===== src/rtl/u8l1_pkg.sv =====
// ----------------------------------------------------------------------------
// UTF-8 to Latin-1 decoder package
// Command type passed from the byte classifier to the character assembler.
// ----------------------------------------------------------------------------
package u8l1_pkg;

    localparam logic [7:0] REPL_RESET = 8'h3F;
    localparam logic [1:0] CONT_TAG   = 2'b10;
    localparam logic [2:0] STRAY_LEFT = 3'd4;

    typedef struct packed {
        logic       is_cont;
        logic [6:0] val;
        logic [2:0] left;
        logic       last;
    } cmd_t;

endpackage


===== src/rtl/u8l1_front.sv =====
// ----------------------------------------------------------------------------
// UTF-8 to Latin-1 decoder front end
// Classifies each incoming byte and pushes a command into the queue.
// ----------------------------------------------------------------------------
module u8l1_front
    import u8l1_pkg::*;
(
    input  logic       in_valid,
    output logic       in_stall,
    input  logic [7:0] in_byte,
    input  logic       in_last,
    input  logic       full,
    output logic       push,
    output cmd_t       push_cmd
);

    assign in_stall = full;
    assign push     = in_valid && !full;

    always_comb
    begin
        push_cmd.is_cont = (in_byte[7:6] == CONT_TAG);
        push_cmd.last    = in_last;
        unique case (in_byte) inside
            [8'h00:8'h7F]:
            begin
                push_cmd.val  = in_byte[6:0];
                push_cmd.left = 3'd0;
            end
            [8'h80:8'hBF]:
            begin
                push_cmd.val  = {1'b0, in_byte[5:0]};
                push_cmd.left = STRAY_LEFT;
            end
            [8'hC0:8'hDF]:
            begin
                push_cmd.val  = {2'b0, in_byte[4:0]};
                push_cmd.left = 3'd1;
            end
            [8'hE0:8'hEF]:
            begin
                push_cmd.val  = {3'b0, in_byte[3:0]};
                push_cmd.left = 3'd2;
            end
            [8'hF0:8'hF7]:
            begin
                push_cmd.val  = {4'b0, in_byte[2:0]};
                push_cmd.left = 3'd3;
            end
            [8'hF8:8'hFB]:
            begin
                push_cmd.val  = {5'b0, in_byte[1:0]};
                push_cmd.left = 3'd4;
            end
            default:
            begin
                push_cmd.val  = {6'b0, in_byte[0]};
                push_cmd.left = 3'd5;
            end
        endcase
    end

endmodule


===== src/rtl/u8l1_queue.sv =====
// ----------------------------------------------------------------------------
// UTF-8 to Latin-1 decoder command queue
// Small first-in first-out buffer between the classifier and the assembler.
// ----------------------------------------------------------------------------
module u8l1_queue
    import u8l1_pkg::*;
#(
    parameter int DEPTH = 4
)
(
    input  logic clk,
    input  logic rst_n,
    input  logic push,
    input  cmd_t push_cmd,
    output logic full,
    input  logic pop,
    output logic head_valid,
    output cmd_t head_cmd
);

    localparam int PTR_W = (DEPTH > 1) ? $clog2(DEPTH) : 1;
    localparam int CNT_W = $clog2(DEPTH + 1);

    cmd_t             entries_reg [DEPTH];
    logic [PTR_W-1:0] wr_ptr_reg;
    logic [PTR_W-1:0] wr_ptr_next;
    logic [PTR_W-1:0] rd_ptr_reg;
    logic [PTR_W-1:0] rd_ptr_next;
    logic [CNT_W-1:0] count_reg;
    logic [CNT_W-1:0] count_next;

    assign full       = (count_reg == CNT_W'(DEPTH));
    assign head_valid = (count_reg != '0);
    assign head_cmd   = entries_reg[rd_ptr_reg];

    always_comb
    begin
        wr_ptr_next = wr_ptr_reg;
        rd_ptr_next = rd_ptr_reg;
        count_next  = count_reg;
        if (push)
        begin
            wr_ptr_next = (wr_ptr_reg == PTR_W'(DEPTH - 1)) ? '0 : wr_ptr_reg + PTR_W'(1);
        end
        if (pop)
        begin
            rd_ptr_next = (rd_ptr_reg == PTR_W'(DEPTH - 1)) ? '0 : rd_ptr_reg + PTR_W'(1);
        end
        if (push && !pop)
        begin
            count_next = count_reg + CNT_W'(1);
        end
        else if (pop && !push)
        begin
            count_next = count_reg - CNT_W'(1);
        end
    end

    always_ff @(posedge clk or negedge rst_n)
    begin
        if (!rst_n)
        begin
            wr_ptr_reg <= '0;
            rd_ptr_reg <= '0;
            count_reg  <= '0;
        end
        else
        begin
            wr_ptr_reg <= wr_ptr_next;
            rd_ptr_reg <= rd_ptr_next;
            count_reg  <= count_next;
        end
    end

    always_ff @(posedge clk)
    begin
        if (push)
        begin
            entries_reg[wr_ptr_reg] <= push_cmd;
        end
    end

endmodule


===== src/rtl/u8l1_back.sv =====
// ----------------------------------------------------------------------------
// UTF-8 to Latin-1 decoder back end
// Assembles code points from queued commands and drives the result register.
// ----------------------------------------------------------------------------
module u8l1_back
    import u8l1_pkg::*;
(
    input  logic       clk,
    input  logic       rst_n,
    input  logic       cfg_valid,
    input  logic [7:0] replacement_char,
    input  logic       head_valid,
    input  cmd_t       head_cmd,
    output logic       pop,
    output logic       out_valid,
    input  logic       out_stall,
    output logic [7:0] out_byte,
    output logic       out_replaced,
    output logic       out_last
);

    logic [7:0] repl_reg;
    logic       active_reg;
    logic       active_next;
    logic [2:0] left_reg;
    logic [2:0] left_next;
    logic [7:0] low_reg;
    logic [7:0] low_next;
    logic       big_reg;
    logic       big_next;
    logic       phase_reg;
    logic       phase_next;
    logic       out_valid_reg;
    logic [7:0] out_byte_reg;
    logic       out_replaced_reg;
    logic       out_last_reg;

    logic       cont_path;
    logic [7:0] sh_low;
    logic       sh_big;
    logic [2:0] left_dec;
    logic       a_en;
    logic [7:0] a_low;
    logic       a_big;
    logic       a_last;
    logic       b_en;
    logic       can_emit;
    logic       emit;
    logic       sel_b;
    logic [7:0] res_low;
    logic       res_big;
    logic       res_last;

    assign cont_path = active_reg && head_cmd.is_cont;
    assign sh_low    = {low_reg[1:0], head_cmd.val[5:0]};
    assign sh_big    = big_reg || (low_reg[7:2] != 6'd0);
    assign left_dec  = left_reg - 3'd1;
    assign can_emit  = !out_valid_reg || !out_stall;

    always_comb
    begin
        if (cont_path)
        begin
            a_en   = (left_dec == 3'd0) || head_cmd.last;
            a_low  = sh_low;
            a_big  = sh_big;
            a_last = head_cmd.last;
            b_en   = 1'b0;
        end
        else
        begin
            a_en   = active_reg;
            a_low  = low_reg;
            a_big  = big_reg;
            a_last = 1'b0;
            b_en   = (head_cmd.left == 3'd0) || head_cmd.last;
        end
    end

    always_comb
    begin
        emit       = 1'b0;
        sel_b      = 1'b0;
        pop        = 1'b0;
        phase_next = phase_reg;
        if (head_valid)
        begin
            if (phase_reg)
            begin
                if (can_emit)
                begin
                    emit       = 1'b1;
                    sel_b      = 1'b1;
                    pop        = 1'b1;
                    phase_next = 1'b0;
                end
            end
            else if (a_en)
            begin
                if (can_emit)
                begin
                    emit = 1'b1;
                    if (b_en)
                    begin
                        phase_next = 1'b1;
                    end
                    else
                    begin
                        pop = 1'b1;
                    end
                end
            end
            else if (b_en)
            begin
                if (can_emit)
                begin
                    emit  = 1'b1;
                    sel_b = 1'b1;
                    pop   = 1'b1;
                end
            end
            else
            begin
                pop = 1'b1;
            end
        end
    end

    always_comb
    begin
        active_next = active_reg;
        left_next   = left_reg;
        low_next    = low_reg;
        big_next    = big_reg;
        if (pop)
        begin
            if (cont_path)
            begin
                active_next = !a_en;
                left_next   = left_dec;
                low_next    = sh_low;
                big_next    = sh_big;
            end
            else
            begin
                active_next = !b_en;
                left_next   = head_cmd.left;
                low_next    = {1'b0, head_cmd.val};
                big_next    = 1'b0;
            end
        end
    end

    assign res_low  = sel_b ? {1'b0, head_cmd.val} : a_low;
    assign res_big  = sel_b ? 1'b0 : a_big;
    assign res_last = sel_b ? head_cmd.last : a_last;

    always_ff @(posedge clk or negedge rst_n)
    begin
        if (!rst_n)
        begin
            repl_reg      <= REPL_RESET;
            active_reg    <= 1'b0;
            left_reg      <= '0;
            low_reg       <= '0;
            big_reg       <= 1'b0;
            phase_reg     <= 1'b0;
            out_valid_reg <= 1'b0;
        end
        else
        begin
            if (cfg_valid)
            begin
                repl_reg <= replacement_char;
            end
            active_reg <= active_next;
            left_reg   <= left_next;
            low_reg    <= low_next;
            big_reg    <= big_next;
            phase_reg  <= phase_next;
            if (emit)
            begin
                out_valid_reg <= 1'b1;
            end
            else if (!out_stall)
            begin
                out_valid_reg <= 1'b0;
            end
        end
    end

    always_ff @(posedge clk)
    begin
        if (emit)
        begin
            out_byte_reg     <= res_big ? repl_reg : res_low;
            out_replaced_reg <= res_big;
            out_last_reg     <= res_last;
        end
    end

    assign out_valid    = out_valid_reg;
    assign out_byte     = out_byte_reg;
    assign out_replaced = out_replaced_reg;
    assign out_last     = out_last_reg;

endmodule


===== src/rtl/utf8_to_latin1_decoder_top.sv =====
// ----------------------------------------------------------------------------
// UTF-8 to Latin-1 decoder
// Converts a line of UTF-8 bytes into Latin-1 bytes, one character at a time.
// ----------------------------------------------------------------------------
//  Channel  Handshake              Payload
//  in       in_valid / in_stall    in_byte, in_last
//  out      out_valid / out_stall  out_byte, out_replaced, out_last
//  cfg      cfg_valid / cfg_ready  replacement_char
//
// One byte is taken per cycle unless the queue is full. A byte that closes
// a pending character and also yields one of its own makes the assembler
// emit the pending character first, then its own. Results are registered.
// The command queue holds FIFO_DEPTH bytes, so each side may stall alone.
// Reset clears all control state and sets the replacement byte to 0x3F.
// ----------------------------------------------------------------------------
module utf8_to_latin1_decoder_top
    import u8l1_pkg::*;
#(
    parameter int FIFO_DEPTH = 4
)
(
    input  logic       clk,
    input  logic       rst_n,
    input  logic       cfg_valid,
    output logic       cfg_ready,
    input  logic [7:0] replacement_char,
    input  logic       in_valid,
    output logic       in_stall,
    input  logic [7:0] in_byte,
    input  logic       in_last,
    output logic       out_valid,
    input  logic       out_stall,
    output logic [7:0] out_byte,
    output logic       out_replaced,
    output logic       out_last
);

    logic push;
    cmd_t push_cmd;
    logic full;
    logic pop;
    logic head_valid;
    cmd_t head_cmd;

    assign cfg_ready = 1'b1;

    u8l1_front u_front (
        .in_valid (in_valid),
        .in_stall (in_stall),
        .in_byte  (in_byte),
        .in_last  (in_last),
        .full     (full),
        .push     (push),
        .push_cmd (push_cmd)
    );

    u8l1_queue #(
        .DEPTH (FIFO_DEPTH)
    ) u_queue (
        .clk        (clk),
        .rst_n      (rst_n),
        .push       (push),
        .push_cmd   (push_cmd),
        .full       (full),
        .pop        (pop),
        .head_valid (head_valid),
        .head_cmd   (head_cmd)
    );

    u8l1_back u_back (
        .clk              (clk),
        .rst_n            (rst_n),
        .cfg_valid        (cfg_valid && cfg_ready),
        .replacement_char (replacement_char),
        .head_valid       (head_valid),
        .head_cmd         (head_cmd),
        .pop              (pop),
        .out_valid        (out_valid),
        .out_stall        (out_stall),
        .out_byte         (out_byte),
        .out_replaced     (out_replaced),
        .out_last         (out_last)
    );

endmodule


===== config.mk =====
export PLATFORM = sky130hd
export DESIGN_NAME = utf8_to_latin1_decoder_top
export DESIGN_NICKNAME = d
export VERILOG_FILES = /design/src/rtl/u8l1_pkg.sv /design/src/rtl/u8l1_front.sv /design/src/rtl/u8l1_queue.sv /design/src/rtl/u8l1_back.sv /design/src/rtl/utf8_to_latin1_decoder_top.sv
export SDC_FILE = /design/constraint.sdc
export NUM_CORES = 1
export LEC_CHECK = 0
export ABC_AREA = 1
export BUFFER_PORTS_ARGS = -buffer_cell sky130_fd_sc_hd__buf_2
export CAP_MARGIN = 20
export CORE_MARGIN = 2
export CORE_UTILIZATION = 59
export DETAILED_ROUTE_END_ITERATION = 10
export PLACE_DENSITY = 0.84
export SLEW_MARGIN = 40
export SYNTH_ARGS = -nofsm -noshare
export SYNTH_HDL_FRONTEND = slang
export SYNTH_SLANG_ARGS = --single-unit

===== constraint.sdc =====
create_clock -name clk -period 3.19 [get_ports clk]
set_clock_uncertainty 0.15 [all_clocks]
set_input_delay 0.1595 -clock clk [delete_from_list [all_inputs] [get_ports clk]]
set_output_delay 0.1595 -clock clk [all_outputs]
set_load 0.02 [all_outputs]

## Word-level counts from Yosys, hierarchy flattened

Memory sizes are Yosys's and may differ from the RTL's.
Index checks and enable logic that the tools add are counted.

- Register bits: 40
- Memory bits (writable): 48
- Input bits: 22
- Output and inout port bits: 13
- Memories kept: 1

- Add/subtract/negate cells: 5
- Magnitude comparators: 12
- Equal/unequal tests: 5
- Mux-type cells: 41
- Reduce and logical (&&, ||, !) cells: 26

Memory list:

| memory | depth | bits a word | rd ports | clocked after memory_dff | write ports | RTL line | text |
|---|---|---|---|---|---|---|---|
| u_queue.entries_reg | 4 | 12 | 1 | 0 | 1 | u8l1_queue.sv:24 | `cmd_t entries_reg [DEPTH];` |

Operator list:

| cell | number |
|---|---|
| 10-bit one-hot mux with 6 select lines | 1 |
| 8-bit >= comparator (second input constant) | 5 |
| 8-bit <= comparator (second input constant) | 5 |
| 8-bit 2-to-1 mux | 4 |
| 1-bit 2-to-1 mux | 31 |
| 1-bit logical AND | 10 |
| 3-bit 2-to-1 mux | 3 |
| 8-bit by 1-bit >= comparator with 1-bit output (second input constant) | 1 |
| 8-bit by 7-bit <= comparator with 1-bit output (second input constant) | 1 |
| 1-bit zero test | 7 |
| 2-bit == test (second input constant) | 3 |
| 3-bit zero test | 2 |
| 6-bit nonzero test | 1 |
| 3-bit by 1-bit subtractor with 3-bit output (second input constant) | 2 |
| 2-bit by 1-bit adder with 2-bit output (second input constant) | 2 |
| 1-bit logical OR | 4 |
| 2-bit 2-to-1 mux | 2 |
| 3-bit by 1-bit adder with 3-bit output (second input constant) | 1 |
| 3-bit == test (second input constant) | 1 |
| 3-bit nonzero test | 1 |
| 2-bit by 1-bit inequality test with 1-bit output (second input constant) | 1 |
| 2-bit nonzero test | 1 |

## Longest topological paths before layout

Gate-level depths: netlist of the first run.
An unclocked memory read counts as a cell.

- Depth in word-level cells: 12
- Gate-level depth with buffers: 19
- Depth with buffers taken out: 16

## Hierarchy

From an unflattened synthesis of the first run, not the netlist that was laid out.

- Cells, all modules: 439
- Area, all modules: 4341.7 µm²

By module, submodules not included:

| module | instances | cells each | area an instance (µm²) | seq. area each (µm²) |
|---|---|---|---|---|
| u8l1_queue | 1 | 193 | 2382.3 | 1616.6 |
| u8l1_back | 1 | 216 | 1801.7 | 883.3 |
| u8l1_front | 1 | 28 | 146.4 | 0.0 |
| utf8_to_latin1_decoder_top | 1 | 2 | 11.3 | 0.0 |

## Least setup slack after synthesis of the first run

Ideal clock, no wire load.

- Path kind: register to register
- Start: register u_back.left_reg[0]
- End: register u_queue.count_reg[2]
- Library setup time: 0.131 ns
- Arrival time: 2.502 ns
- Setup slack: 0.407 ns
- Cell stages (with the launch flop): 17
- Path buffers: 1
- Path through: dfrtp_1 > inv_1 > ha_1 > xnor2_1 > nand2_1 > nand3_2 > nand2_1 > a21oi_1 > nand2_4 > nand2_4 > buf_6 > ha_1 > inv_1 > fa_1 > a21oi_1 > o21ai_0 > xor2_1

- Longest elaborated chain between the ends: 10
- Elaborated cells on any way between the ends: 12
- Those cells by class: add/sub: 1; mux: 5; reduce/logical: 6

RTL lines:

| element | RTL line | text |
|---|---|---|
| start, declared | u8l1_back.sv:25 | `logic [2:0] left_reg;` |
| start signal, assigned | u8l1_back.sv:177 | `left_reg <= left_next;` |
| 3-bit by 1-bit subtractor with 3-bit output (*) | u8l1_back.sv:57 | `assign left_dec = left_reg - 3'd1;` |
| 3-bit zero test (*) | u8l1_back.sv:64 | `a_en = (left_dec == 3'd0) \|\| head_cmd.last;` |
| 1-bit logical OR (*) | u8l1_back.sv:64 |  |
| 1-bit 2-to-1 mux (*) | u8l1_back.sv:62 | `if (cont_path)` |
| 1-bit 2-to-1 mux (*) | u8l1_back.sv:98 | `else if (a_en)` |
| 1-bit 2-to-1 mux (*) | u8l1_back.sv:88 | `if (phase_reg)` |
| 1-bit 2-to-1 mux (*) | u8l1_back.sv:86 | `if (head_valid)` |
| 1-bit zero test | u8l1_queue.sv:49 | `if (push && !pop)` |
| 1-bit logical AND | u8l1_queue.sv:49 |  |
| 3-bit 2-to-1 mux / 2-bit nonzero test (equally long branches) | n/a |  |
| end signal, assigned | u8l1_queue.sv:71 | `count_reg <= count_next;` |
| end, declared | u8l1_queue.sv:29 | `logic [CNT_W-1:0] count_reg;` |

Every way passes the cells marked *; elsewhere a longest branch is shown, timed or not.
A chain may end at the register's enable or synchronous reset.

## Worst setup path after layout of the first run

- Start: register u_queue.rd_ptr_reg[0]
- End: register u_queue.count_reg[2]

- Longest elaborated chain between the ends: 12
- Elaborated cells on any way between the ends: 18
- Those cells by class: mux: 9; reduce/logical: 8; memory: 1

RTL lines:

| element | RTL line | text |
|---|---|---|
| start, declared | u8l1_queue.sv:27 | `logic [PTR_W-1:0] rd_ptr_reg;` |
| start signal, assigned | u8l1_queue.sv:70 | `rd_ptr_reg <= rd_ptr_next;` |
| memory read 4 x 12 bit (*) | n/a |  |
| 3-bit zero test | u8l1_back.sv:76 | `b_en = (head_cmd.left == 3'd0) \|\| head_cmd.last;` |
| 1-bit logical OR | u8l1_back.sv:76 |  |
| 1-bit 2-to-1 mux | u8l1_back.sv:62 |  |
| 1-bit 2-to-1 mux | u8l1_back.sv:103 | `if (b_en)` |
| 1-bit 2-to-1 mux | u8l1_back.sv:100 | `if (can_emit)` |
| 1-bit 2-to-1 mux (*) | u8l1_back.sv:98 |  |
| 1-bit 2-to-1 mux (*) | u8l1_back.sv:88 |  |
| 1-bit 2-to-1 mux (*) | u8l1_back.sv:86 |  |
| 1-bit zero test | u8l1_queue.sv:49 |  |
| 1-bit logical AND | u8l1_queue.sv:49 |  |
| 3-bit 2-to-1 mux / 2-bit nonzero test (equally long branches) | n/a |  |

Marked as above.

==> run_results.csv, run 1 <==
group,metric,value,unit
outcome,status,"finished clean",
finish,antenna_cells,0,
grt,grt_usage,22.6,%
clock_tree,clkLatencyLatePin,350,ps
worst_setup_path,crit_slowest_cell,"dfrtp_1",
timing,rsz0062_at_grt,"false",
timing,max_slew.worst_pin.slew,693,ps
timing,finalSetupTns,0,ps
worst_setup_path,cp-end-kind,"flop",
finish,seq_area,0.00250,mm²
timing,timing.final.crit_period,2930,ps
synth,synth-seq-cells,88,
routing,post-route-drc-count,0,
grt,grt_antenna_before_repair,0,
grt,grt_pass1_wl,13200,µm
place,place_congestion,0.858,
worst_setup_path,worstSetupPathType,"flop to flop",
worst_setup_path,arrival,3020,ps
timing,min_period_over_period,92.0,%
pwr,ir_worst_vdd,469,µV
floorplan,die_area,0.00765,mm²
pwr,p_int,2.91,mW
worst_setup_path,crit_chain,"inv_6 -> nand2_1 -> nand3_1 -> nand2_2 -> nand3_2 -> nand2_1 -> a21oi_1 -> nand2_4 -> nand2_4 -> ha_1 -> inv_1 -> fa_1 -> a21oi_1 -> o21ai_0 -> xor2_1",
finish,fillerInstances,466,
worst_setup_path,ff2ff_path_depth,15,
pwr,p_seq_share,36.6,%
routing,wl_per_cell,14.6,µm
worst_hold_path,hold_start,"in_byte[7]",
synth,synthArstFlopShare,34.1,%
floorplan,ios,35,
routing,drt-initial-drc-count,240,
timing,finalHoldViolCount,0,
worst_setup_path,critPathMaxFanout,24,
synth,synth_cell_types,35,
worst_setup_path,cp-start-kind,"flop",
floorplan,fp-row-count,30,
synth,yosys_warnings,0,
routing,ant_nets,0,
worst_setup_path,r2r-end,"u_queue.count_reg[2]$_DFFE_PN0P_",
clock_tree,cts_buffer_depth,2,
worst_hold_path,min_path_type,"input pin to flop",
worst_setup_path,crit_family,"simple AND/OR/NAND/NOR gates",
floorplan,die_w,87.4,µm
clock_tree,path_clk_slew,80,ps
finish,drive_above_1_share,19.4,%
worst_hold_path,min_path_cells,2,
worst_hold_path,whs_endpoint,"u_queue.entries_reg[0][10]$_DFFE_PP_",
finish,fin_nets,489,
routing,routed_via_density,5.45,
synth,synth_fp_nets,435,
floorplan,initial_utilization,60.8,%
synth,syn_area,0.00411,mm²
pwr,p_per_area,1080,mW/mm²
synth,ys.flop_type,"edfxtp_1",
grt,grt_overflow,0,
timing,max_freq,0.341,GHz
pwr,switching_share,42.4,%
clock_tree,clock-root-buffer,"clkbuf_8",
timing,setup_viol,0,
routing,vias,2960,
routing,first_pass_iters,8,
synth,avgSynthCellArea,10.2,µm²
pwr,combPwrFrac,47.3,%
clock_tree,htree_levels,3,
worst_setup_path,required,3270,ps
finish,multiInputGateArea,0.00137,mm²
pwr,p_leak,2.08,nW
grt,grt_pass1_vias,2870,
worst_setup_path,rr_startpoint,"u_queue.rd_ptr_reg[0]$_DFFE_PN0P_",
run,maxCapViolCount,0,
worst_setup_path,r2r_slack,260,ps
floorplan,core,0.00676,mm²
synth,synth_top_cell_area_share,42.4,%
synth,seq_area_frac_synth,60.9,%
place,post-dp-hpwl,5250,µm
pwr,clkPwrFrac,16.1,%
synth,synth_cells,404,
finish,area_delta_synth_final,14.3,%
worst_setup_path,path_buf_inv,2,
finish,largest_reg_flops,48,
timing,hold_ws,28.9,ps
timing,drv_slew,0,
pwr,power.switching,2.15,mW
clock_tree,clock-sinks,88,
synth,synth.most_common_cell,"nand2_1",
clock_tree,numCtsBuffers,9,
grt,grt_max_degree,31,
synth,synthTopCellsByCount,"nand2_1 (121), edfxtp_1 (58), inv_1 (32)",
timing,relSlewSlack,53.8,%
place,numPortBuffers,33,
synth,synth_area_leader_cell,"edfxtp_1",
routing,wl,7900,µm
floorplan,die-height,87.4,µm
synth,yosys-top-cells-area,"edfxtp_1 (42%), dfrtp_1 (15%), nand2_1 (11%)",
synth,synth_edf_count,58,
worst_setup_path,slowest_delay,570,ps
clock_tree,cts_tree,"yes",
-- cell type report --
class	count	area share (%)
multi-input combinational	266	29.1
tap	80	2.13
sequential	88	53.2
clock buffer	14	3.70
inverter	37	3.12
clock inverter	2	0.799
timing repair buffer	56	7.89
-- timing repair --
item / CTS / global route
hold buffers: 13 / 0
resized for setup: 0 / 1
endpoints found under the hold margin: 45 / 0
buffers inserted: 0 / 0
setup endpoints to repair: 0 / 1
-- power by group through the flow --
stage / clock network (mW) / logic [mW] / registers, mW
after global placement: 0 / 2.25 / 1.85
after detailed placement: 0 / 2.36 / 1.87
final: 0.814 / 2.39 / 1.85
after CTS: 0.818 / 2.38 / 1.85
after floorplan: 0 / 1.79 / 1.92
after global routing: 0.858 / 2.71 / 1.89
-- logic make-up after synthesis --
group | Yosys count | synth area share [%]
AO/OA/AOI/OAI | 51 | 7.10
XOR/XNOR | 3 | 0.640
adder cells (fa/ha/maj) | 9 | 2.92
buffers and inverters | 50 | 5.85
flip-flops | 88 | 60.9
multiplexers | 9 | 2.47
other | 1 | 0.0913
AND/OR/NAND/NOR | 193 | 20.1
-- worst max path at each step --
stage / from / to / slack, ps / depth (start not counted)
detailed placement: u_queue.rd_ptr_reg[0]$_DFFE_PN0P_ / u_queue.count_reg[2]$_DFFE_PN0P_ / 270 / 15
global route: u_queue.rd_ptr_reg[0]$_DFFE_PN0P_ / u_queue.count_reg[2]$_DFFE_PN0P_ / 0.1 / 15
finish: u_queue.rd_ptr_reg[0]$_DFFE_PN0P_ / u_queue.count_reg[2]$_DFFE_PN0P_ / 260 / 15
global placement: u_queue.rd_ptr_reg[0]$_DFFE_PN0P_ / u_queue.count_reg[2]$_DFFE_PN0P_ / 390 / 15
CTS: u_queue.rd_ptr_reg[0]$_DFFE_PN0P_ / u_queue.count_reg[2]$_DFFE_PN0P_ / 250 / 15
floorplan: u_back.left_reg[0]$_DFFE_PN0P_ / u_queue.count_reg[2]$_DFFE_PN0P_ / 410 / 16
-- through the flow --
stage	worst slack [ps]	instances	cell area [µm²]	util, %	power, mW
after floorplan	407	404	4110	-	3.71
after global placement	386	514	4350	64.4	4.11
after detailed placement	270	514	4350	64.4	4.22
after CTS	249	543	4690	69.5	5.05
after global routing	0.120	543	4700	69.5	5.46
final	255	543	4700	69.5	5.06
-- layout by cell type (no fill, tap or decap), types with 2 or more instances in the layout --
cell type      instances
buf_4                 10
nand2_1              121
edfxtp_1              58
nand3_1               31
buf_2                 33
o22ai_1                8
clkbuf_8              10
inv_1                 32
o21ai_0               26
xnor2_1                2
mux2_2                 9
o21ai_2                5
dlygate4sd3_1         13
clkbuf_1               3
inv_2                  2
o21ai_1                2
nand2_4                3
a21oi_1                7
dfrtp_1               24
nor3_1                 3
dfstp_2                6
ha_1                   8
nor2_1                28
nand2_2                4
-- layer usage --
metal  GRT usage [%]  vias to the layer above  wire (µm)
li1                -                     1450          -
met1            29.7                     1395       3360
met2            37.3                      103       4020
met3            3.51                       12        356
met4            10.1                        0        161
met5               0                        -          0
Note: power is estimated with default switching activity, not from simulation.
==> run 2, diff against run 1 <==
Settings changed: ABC_AREA 1 to default, CORE_UTILIZATION 59 to 28, PLACE_DENSITY 0.84 to 0.49.
==> run 2 against run 1 <==
  * Count of clock-buffer cells in the layout is 5 lower
  * Global-route usage is 12 points lower
  * First-iteration DRC count is 25% lower
==> run_results.csv, run 2 <==
group,metric,value,unit
worst_setup_path,cp-start-kind,"flop",
routing,vias,2251,
floorplan,ios,35,
timing,finalHoldViolCount,0,
synth,synth_top_cell_area_share,45.2,%
routing,highest_layer,"met4",
routing,post-route-drc-count,0,
floorplan,initial_utilization,28.9,%
grt,grt_pass1_wl,12300,µm
worst_setup_path,arrival,3000,ps
routing,wl_met1,3660,µm
synth,synth_cells,272,
clock_tree,clock-sinks,88,
worst_setup_path,cp-end-kind,"flop",
floorplan,core,0.0133,mm²
routing,wl,7320,µm
place,numPortBuffers,33,
routing,wl_per_cell,14.5,µm
grt,grt_max_degree,31,
timing,drv_slew,0,
finish,fillerInstances,1318,
finish,final_common_cell,"edfxtp_1",
synth,synth-xor-area-share,0.909,%
synth,ys.flop_type,"edfxtp_1",
pwr,p_per_area,1060,mW/mm²
worst_setup_path,r2r_slack,290,ps
clock_tree,clock-root-buffer,"clkbuf_16",
outcome,status,"finished clean",
synth,avgSynthCellArea,14.2,µm²
finish,largest_reg_flops,48,
synth,yosys_warnings,0,
worst_setup_path,required,3290,ps
finish,layout.cells.non_filler,506,
routing,drt-initial-drc-count,179,
finish,layout_common_cells,"edfxtp_1 (58), nand2_1 (38), buf_2 (33), dfrtp_1 (23), mux4_2 (12)",
synth,synthArstFlopShare,34.1,%
run,maxCapViolCount,0,
grt,grt_overflow,0,
clock_tree,cts_setup_buffers,0,
timing,finalSetupTns,0,ps
finish,fin_util,34.9,%
finish,area_delta_synth_final,20.7,%
timing,max_slew.worst_pin.slew,751,ps
routing,ant_nets,0,
finish,drive_above_1_share,29.1,%
grt,grt_usage,10.9,%
floorplan,die_w,121,µm
finish,fin_area,0.00465,mm²
synth,syn_area,0.00385,mm²
grt,grt_pass1_vias,2392,
floorplan,die-height,121,µm
worst_hold_path,min_path_type,"input pin to flop",
synth,synthTopCellsByCount,"edfxtp_1 (58), nand2_1 (38), dfrtp_1 (24)",
synth,yosys-top-cells-area,"edfxtp_1 (45%), dfrtp_1 (16%), mux4_2 (7.0%)",
synth,synth_edf_count,58,
timing,timing.final.crit_period,2900,ps
routing,wl_met2,3340,µm
clock_tree,cts_buffer_depth,2,
clock_tree,clkLatencyLatePin,330,ps
finish,fin_nets,356,
clock_tree,htree_levels,3,
grt,grt_antenna_before_repair,0,
synth,synth_cell_types,46,
synth,synthMuxAreaShare,9.94,%
finish,antenna_cells,0,
clock_tree,path_clk_slew,70,ps
timing,rsz0062_at_grt,"false",
floorplan,fp-row-count,42,
finish,multiInputGateArea,0.00125,mm²
clock_tree,numCtsBuffers,9,
place,dpl_cell_area,0.00425,mm²
synth,synth.most_common_cell,"edfxtp_1",
synth,synth_simple_gate_area_share,9.55,%
timing,setup_viol,0,
worst_setup_path,worstSetupPathType,"flop to flop",
synth,synth_compound_area_share,8.86,%
synth,synth_top_family_by_area,"multiplexers",
timing,relSlewSlack,49.9,%
synth,synth_fa_ha_area_share,3.12,%
synth,synth_fp_nets,303,
place,post-dp-hpwl,5110,µm
worst_setup_path,critPathMaxFanout,6,
synth,synth_area_leader_cell,"edfxtp_1",
synth,seq_area_frac_synth,64.9,%
place,dp.cells,479,
pwr,p_leak,1.78,nW
timing,max_freq,0.345,GHz
clock_tree,cts_tree,"yes",
routing,routed_via_density,4.45,
finish,seq_area,0.00250,mm²
place,place_congestion,0.728,
floorplan,die_area,0.0147,mm²
routing,route.met3.wl,269,µm
routing,first_pass_iters,4,
synth,synth-seq-cells,88,
pwr,ir_worst_vdd,322,µV
timing,min_period_over_period,90.8,%
-- run 2: through the flow --
step	setup WS [ps]	hold slack (ps)	power, mW
after floorplan	63.7	-286	3.36
after CTS	183	25.6	5.01
final	292	38.6	4.94
after global routing	34.8	49.4	5.34
after detailed placement	173	107	3.95
after global placement	320	105	3.90
-- run 2: critical path, cell delays in order, from the launching register on --
cell and delay [ps]:
dfrtp_1 440, nor3_1 500, nor2_1 160, a31oi_1 330
a31oi_4 130, inv_2 80, ha_1 170, inv_1 60
fa_1 370, xor2_1 150, nor2_1 120, xor2_1 160
-- run 2: repair_timing --
action / 4_1_cts / 5_1_grt
resized for setup: 0 / 1
hold buffers: 11 / 0
hold endpoints to repair: 40 / 0
endpoints found under the setup margin: 0 / 1
-- run 2: logic make-up (layout without fill, tap and decap cells) --
logic type,Yosys count,count (layout)
DFF,88,88
xor gates and xnor gates,4,4
adders and majority gates,9,9
buffers and inverters,21,79
muxes,22,22
and+or+nand+nor,79,79
other,1,1
AOI/OAI and AO/OA,48,48
-- run 2: worst paths after layout --
kind	cells past startpoint	startpoint	end
worst max-delay path	11	u_queue.count_reg[0]$_DFFE_PN0P_	u_queue.count_reg[2]$_DFFE_PN0P_
worst min register to register	2	u_back.low_reg[2]$_DFFE_PN0P_	u_back.low_reg[2]$_DFFE_PN0P_
min in group asynchronous	2	rst_n	u_back.out_valid$_DFFE_PN0P_
max in group asynchronous	2	rst_n	u_queue.rd_ptr_reg[0]$_DFFE_PN0P_
worst max register to register	11	u_queue.count_reg[0]$_DFFE_PN0P_	u_queue.count_reg[2]$_DFFE_PN0P_
worst min-delay path	2	in_byte[7]	u_queue.entries_reg[2][10]$_DFFE_PP_
-- run 2: cell type report --
type | count | area share [%]
clock buffers | 9 | 4.84
inverters | 9 | 0.726
flip-flops and latches | 88 | 53.8
clock inverters | 7 | 1.51
multi-input cells | 163 | 26.9
well taps | 176 | 4.73
repair buffers | 54 | 7.53
-- run 2: power by group --
part | internal (mW) | leakage (nW) | switching, mW | total (mW)
registers | 1.67 | 0.892 | 0.190 | 1.86
clock network | 0.554 | 0.144 | 0.478 | 1.03
logic | 0.884 | 0.748 | 1.17 | 2.05
-- run 2: routing by layer --
metal | up-vias | track usage [%]
met5 | - | 0
met4 | 0 | 4.24
met2 | 43 | 17.1
met1 | 1092 | 15.0
met3 | 5 | 1.97
li1 | 1111 | -
